File: config.mk
export PLATFORM = sky130hd
export DESIGN_NAME = rthit_seq
export DESIGN_NICKNAME = d
export VERILOG_FILES = /design/src/rtl/rthit_pkg.sv /design/src/rtl/rthit_seq.sv
export SDC_FILE = /design/constraint.sdc
export NUM_CORES = 1
export LEC_CHECK = 0
export BUFFER_PORTS_ARGS = -buffer_cell sky130_fd_sc_hd__buf_2
export CAP_MARGIN = 20
export CORE_AREA = 2 2 39 41
export DETAILED_ROUTE_END_ITERATION = 12
export DIE_AREA = 0 0 41 43
export MAX_ROUTING_LAYER = met4
export PLACE_DENSITY = 0.45
export SLEW_MARGIN = 25
export SYNTH_ARGS = -nofsm -noshare
export SYNTH_HDL_FRONTEND = slang
export SYNTH_SLANG_ARGS = --single-unit
File: constraint.sdc
create_clock -name clk -period 1.81 [get_ports clk]
set_clock_uncertainty 0.1 [all_clocks]
set_input_delay 0.2715 -clock clk [delete_from_list [all_inputs] [get_ports clk]]
set_output_delay 0.2715 -clock clk [all_outputs]
set_load 0.02 [all_outputs]
File: src/rtl/rthit_pkg.sv
`default_nettype none

package rthit_pkg;

  // Command codes on the input channel
  localparam logic CMD_ADD   = 1'b0;
  localparam logic CMD_QUERY = 1'b1;

  // Status codes on the output channel
  localparam logic STATUS_OK   = 1'b0;
  localparam logic STATUS_FULL = 1'b1;

  // Sequencer step addresses
  localparam int STEP_W = 2;
  localparam logic [STEP_W-1:0] STEP_IDLE  = 2'd0;
  localparam logic [STEP_W-1:0] STEP_ROUTE = 2'd1;
  localparam logic [STEP_W-1:0] STEP_SCAN  = 2'd2;
  localparam logic [STEP_W-1:0] STEP_EMIT  = 2'd3;

  // Jump conditions; a jump is taken when its condition is true,
  // otherwise the step counter advances (and wraps after the last step)
  localparam int COND_W = 2;
  localparam logic [COND_W-1:0] COND_WAIT_IN   = 2'd0;
  localparam logic [COND_W-1:0] COND_IS_ADD    = 2'd1;
  localparam logic [COND_W-1:0] COND_SCAN_MORE = 2'd2;
  localparam logic [COND_W-1:0] COND_OUT_BUSY  = 2'd3;

  // One control word of the microprogram
  typedef struct packed {
    logic              ready;  // take an input word this step
    logic              add;    // append rectangle when command is add
    logic              scan;   // issue one table read, compare previous
    logic              emit;   // hand result to the output register
    logic [COND_W-1:0] cond;
    logic [STEP_W-1:0] target;
  } ctrl_t;

  // Status flags the sequencer branches on
  typedef struct packed {
    logic accept;
    logic is_add;
    logic scan_more;
    logic out_busy;
  } flags_t;

  // One stored rectangle
  typedef struct packed {
    logic [14:0] sheet;
    logic [13:0] col_start;
    logic [13:0] col_end;
    logic [19:0] row_start;
    logic [19:0] row_end;
  } entry_t;

endpackage

`default_nettype wire

File: src/rtl/rthit_seq.sv
`default_nettype none

module rthit_seq
  import rthit_pkg::*;
(
  input  wire logic   clk,
  input  wire logic   rst,
  input  wire flags_t flags,
  output ctrl_t       ctrl
);

  logic [STEP_W-1:0] step;
  logic [STEP_W-1:0] step_next;
  logic              taken;

  // Microprogram ROM
  always_comb begin
    case (step)
      STEP_IDLE: begin
        ctrl = '{ready: 1'b1, add: 1'b0, scan: 1'b0, emit: 1'b0,
                 cond: COND_WAIT_IN, target: STEP_IDLE};
      end
      STEP_ROUTE: begin
        ctrl = '{ready: 1'b0, add: 1'b1, scan: 1'b0, emit: 1'b0,
                 cond: COND_IS_ADD, target: STEP_EMIT};
      end
      STEP_SCAN: begin
        ctrl = '{ready: 1'b0, add: 1'b0, scan: 1'b1, emit: 1'b0,
                 cond: COND_SCAN_MORE, target: STEP_SCAN};
      end
      STEP_EMIT: begin
        ctrl = '{ready: 1'b0, add: 1'b0, scan: 1'b0, emit: 1'b1,
                 cond: COND_OUT_BUSY, target: STEP_EMIT};
      end
      default: begin
        ctrl = '{ready: 1'b0, add: 1'b0, scan: 1'b0, emit: 1'b0,
                 cond: COND_WAIT_IN, target: STEP_IDLE};
      end
    endcase
  end

  always_comb begin
    case (ctrl.cond)
      COND_WAIT_IN:   taken = !flags.accept;
      COND_IS_ADD:    taken = flags.is_add;
      COND_SCAN_MORE: taken = flags.scan_more;
      COND_OUT_BUSY:  taken = flags.out_busy;
      default:        taken = 1'b0;
    endcase
  end

  // Jump or advance; the last step wraps back to idle
  assign step_next = taken ? ctrl.target : step + 1'b1;

  always_ff @(posedge clk) begin
    if (rst) begin
      step <= STEP_IDLE;
    end else begin
      step <= step_next;
    end
  end

endmodule

`default_nettype wire

# ---- Word-level counts from Yosys, hierarchy flattened
# Index checks and enable logic that the tools add are counted.
dict set report totals {
  elab_cells 14
  out_inout_bits 8
  regBits 2
  input_bits 6
}
dict set report classes {
  reduce_logical 3
  add_sub_neg 1
  eq_ne 6
  muxes 3
}
# operator n
set op_table {}
lappend op_table {{$pmux W8 S4} 1}
lappend op_table {{$eq A2 B2 Y1 const B} 4}
lappend op_table {{$eq A2 B1 Y1 const B} 2}
lappend op_table {{$logic_not A2 Y1} 2}
lappend op_table {{$pmux W1 S4} 1}
lappend op_table {{$add A2 B1 Y2 const B} 1}
lappend op_table {{$mux W2} 1}
lappend op_table {{$logic_not A1 Y1} 1}

# ---- Depth between registers and ports, before layout
dict set report logic_depth {
  depth_word 5
  ltp_mapped 5
  ltp_nobuf 5
}

# ---- Worst setup path after synthesis
# OpenSTA, ideal clock, no wires.
dict set report synth_timing {
  path_type {register -> register}
  start {register step[0]}
  end {register step[0]}
  path_stages_with_launch 6
  slack_ns 0.054
  t_arrival_ns 1.533
  setup_time_ns 0.123
  n_path_buf 0
  required_time_ns 1.587
  period_less_slack_ns 1.756
  cell_sequence {dfxtp_1 -> inv_1 -> ha_1 -> inv_1 -> mux2i_1 -> mux2_1}
}
dict set report synth_between {
  elab_chain_len 5
  elab_cells_between_ends 12
  cone_classes {1 x add/sub; 6 x eq/ne; 3 x mux; 2 x reduce/logical}
}
# item line_no
set synth_lines {}
lappend synth_lines {{from (decl)} rthit_seq.sv:12} ;# logic [STEP_W-1:0] step;
lappend synth_lines {{from (signal assigned)} rthit_seq.sv:59} ;# step <= step_next;
lappend synth_lines {{$eq A2 B2 Y1 (tied with other cells)} rthit_seq.sv:18} ;# case (step)
lappend synth_lines {{$pmux W8 S4} rthit_seq.sv:18}
lappend synth_lines {{$eq A2 B2 Y1 (tied with other cells)} rthit_seq.sv:43} ;# case (ctrl.cond)
lappend synth_lines {{$pmux W1 S4} rthit_seq.sv:43}
lappend synth_lines {{$mux W2 *} rthit_seq.sv:53} ;# assign step_next = taken ? ctrl.target : step + 1'b1;
# Every way passes the cells marked *; elsewhere a longest branch is shown, timed or not.
# A chain may end at the register's enable or synchronous reset.

==> qor.log <==
[status] run status finished clean
[worst_setup_path] capturing instance or port of the critical path ctrl[0]
[worst_setup_path] worst setup path start step[1]
[synth] EDFF count, synth 0
[worst_setup_path] crit path DAT 1.33 ns
[placement] Port Buffer Count 13
[timing] post-route worst hold slack 0.1292 ns
[hold_path] path type of the worst min-delay path in2reg
[worst_setup_path] count of buffer and inverter cells on the critical path 2
[synth] Syn Area/Cell 8.909 um2
[final_layout] area used by multi-input combinational logic 160.2 um2
[synth] FFs w/ async S/R, synth 0
[timing] Max Clock Freq 589.0 MHz
[pwr] power density relative to cell area 1849 nW/um2
[final_layout] ratio of cells with drive above 1 in the final layout 0.5000
[placement] RD Place Congestion 0.6839
[timing] final count of negative-setup-slack endpoints 0
[synth] leading cell type by number of instances after synthesis ha_1
[timing] Total Neg Setup Slack 0 ns
[drt] routed via count 216
[global_route] number of global-route vias before repair 210
[worst_setup_path] crit path max fanout 5
[global_route] number of antenna violations at the first check in global routing 0
[synth] Syn Std Cell Area 222.7 um2
[timing] Hold Violations, Final 0
[final_layout] area of all sequential standard cells 42.54 um2
[worst_setup_path] family of cells with the greatest summed delay on the critical path flip-flops
[global_route] total track usage 0.07282
[final_layout] nets@finish 55
[clock_tree] clock tree from TritonCTS done
[die] Core Area 1384 um2
[timing] worst rel slew slack 0.7690
[synth] prevailing post-synth register cell dfxtp_1
[clock_tree] CTS Buf Count 3
[drt] routed length per instance 8.554 um
[worst_setup_path] number of cells on the worst reg-to-reg path 5
[clock_tree] CTS root buffer clkbuf_4
[clock_tree] clock-pin slew on the worst setup and hold paths 0.03 ns
[final_layout] max reg flops 2
[worst_setup_path] FF-to-FF setup slack 0.16 ns
[clock_tree] postcts setup bufs 0
[global_route] total grt overflow 0
[drt] first drt pass iteration count 4
[die] Die Width 41 um
[clock_tree] largest buffer count on any clock path 2
[drt] number of routed nets with antenna violations 0
[global_route] global-route wire length before repair 779 um
[worst_setup_path] Critical Setup Path Class reg2out
[worst_setup_path] endpoint type of the worst setup path primary output
[die] total die area 1763 um2
[die] Site Rows 14
[die] # IOs 14
[clock_tree] Clock Latency Late Sink 0.22 ns
[die] Initial Utilization 0.1609
[final_layout] layout overhead on the synthesized area 46.07%
[clock_tree] H-tree lvl count 1
[synth] proportion of netlist area held by the largest area contributor 0.3933
[synth] synthesized net count 38
[worst_setup_path] required arrival time at the worst endpoint 1.44 ns
[hold_path] number of cells traversed by the worst hold path 2
[placement] setup slack after placement 0.07822 ns
[global_route] maximum number of pins on one net before global-route repair 7
[drt] wirelength, routed 479 um
[synth] Area contributors post-synth ha_1, dfxtp_1, inv_1, mux2_1, nor2_1
[final_layout] post-layout instance count excluding filler cells 56
[timing] post-route fraction of the period consumed by the critical path 0.9380
[synth] number of warnings printed during yosys synthesis 0
[placement] placed insts 53
[pwr] peak ir drop on the vdd network 0.5632 mV
[final_layout] Layout Cell Area excl Fill 325.3 um2
[synth] Distinct cells, synth 13
[placement] cell area after placement 300.3 um2
[timing] final critical-path setup slack 0.1123 ns
[worst_setup_path] startpoint of the most critical register-to-register path step[0]
[clock_tree] total number of clock tree sinks 2
[worst_setup_path] startpoint type of the worst setup path flip-flop
[final_layout] fill cell count 161
[final_layout] registers with the highest flip-flop counts step x2
[worst_setup_path] capture point of the worst reg-to-reg path step[0]
[pwr] Static Leakage 0.1909 nW
[synth] synthesized flop and latch total 2
[final_layout] register name with the most flops step
[timing] final max-slew violation count 0
[worst_setup_path] worst-path cell chain inv_1, ha_1, or2_2, buf_2
[timing] unrepaired setup endpoints after global routing false
[worst_setup_path] delay of the slowest cell on the worst path 0.35 ns
[synth] leading cell types by count after synthesis ha_1, inv_1, nor2_1
[drt] Vias per Instance 3.857
[worst_setup_path] highest-delay cell along the critical path dfxtp_2
[worst_setup_path] cell count along the critical path 4
[synth] portion of the post-synthesis area used by sequential elements 0.1798
[drt] count of unresolved DRC violations after routing 0
[timing] final worst path period need 1.698 ns
[job] max-cap violation count 0
[final_layout] antenna diode count 0
[timing] Worst Max-Slew Pin Slew 0.3466 ns
[synth] most area-hungry cell type in the Yosys netlist ha_1
[die] Die Y 43 um
[placement] detailed-placement wirelength estimate 406.9 um
[drt] Detailed Route Iter0 Violations 1
[synth] Gate Count Post-Synth 25
==> metrics by stage <==
| step | utilization | power (mW) |
|---|---|---|
| floorplan | - | 0.4133 |
| global placement | 0.2170 | 0.5103 |
| detailed placement | 0.2170 | 0.5073 |
| CTS | 0.2333 | 0.6120 |
| global route | 0.2351 | 0.6642 |
| finish | 0.2351 | 0.6014 |
==> cell type report <==
| cell class | count | area share |
|---|---|---|
| Sequential cell | 2 | 0.1308 |
| Multi-Input combinational cell | 18 | 0.4923 |
| Inverter | 4 | 0.04615 |
| Clock buffer | 3 | 0.06923 |
| Tap cell | 16 | 0.06154 |
| Timing Repair Buffer | 13 | 0.2000 |
==> layer usage <==
metal | vias to the layer above | share of wire | wire length, um | GRT usage
li1 | 110 | - | - | -
met1 | 99 | 0.41 | 196 | 0.07006
met2 | 7 | 0.52 | 247 | 0.09688
met3 | 0 | 0.071 | 34 | 0.01571
met4 | 0 | 0 | 0 | 0.1000
met5 | - | 0 | 0 | -
==> cell usage in the layout, fill, tap and decap left out <==
master	count
mux2i_1	1
mux2_1	1
nor2_1	3
ha_1	7
a222oi_1	1
dfxtp_2	2
inv_1	4
buf_2	13
a21oi_1	1
or2_2	1
nand2_1	1
clkbuf_4	3
a21o_2	1
nor2b_1	1
==> cell families (layout without fill, tap and decap cells) <==
kind of cell / count (synthesis) / count (layout) / synth area share
and+or+nand+nor: 6 / 6 / 0.1236
muxes: 2 / 2 / 0.09550
adders and majority gates: 7 / 7 / 0.3932
DFF: 2 / 2 / 0.1798
buffers and inverters: 5 / 20 / 0.1011
AOI/OAI and AO/OA: 3 / 3 / 0.1067
==> what timing repair did <==
item                                    in CTS  in global routing
hold buffers                                 0                  0
resized for setup                            0                  2
endpoints found under the setup margin       0                  3
==> where the power goes <==
group | leakage (nW) | internal [mW] | switching [mW]
combinational | 0.160 | 0.160 | 0.246
sequential | 0.0172 | 0.0694 | 0.0293
clock | 0.0138 | 0.0730 | 0.0238
total | 0.191 | 0.302 | 0.299
==> how the worst min path moves through the flow <==
| stage | end | startpoint | slack [ns] |
|---|---|---|---|
| after floorplan | step[1] | rst | 0.24 |
| after global placement | step[1] | rst | 0.37 |
| after detailed placement | step[1] | rst | 0.37 |
| after CTS | step[1] | rst | 0.13 |
| after global routing | step[1] | rst | 0.14 |
| final | step[1] | rst | 0.13 |
No activity file was read; power rests on OpenSTA's default activity.
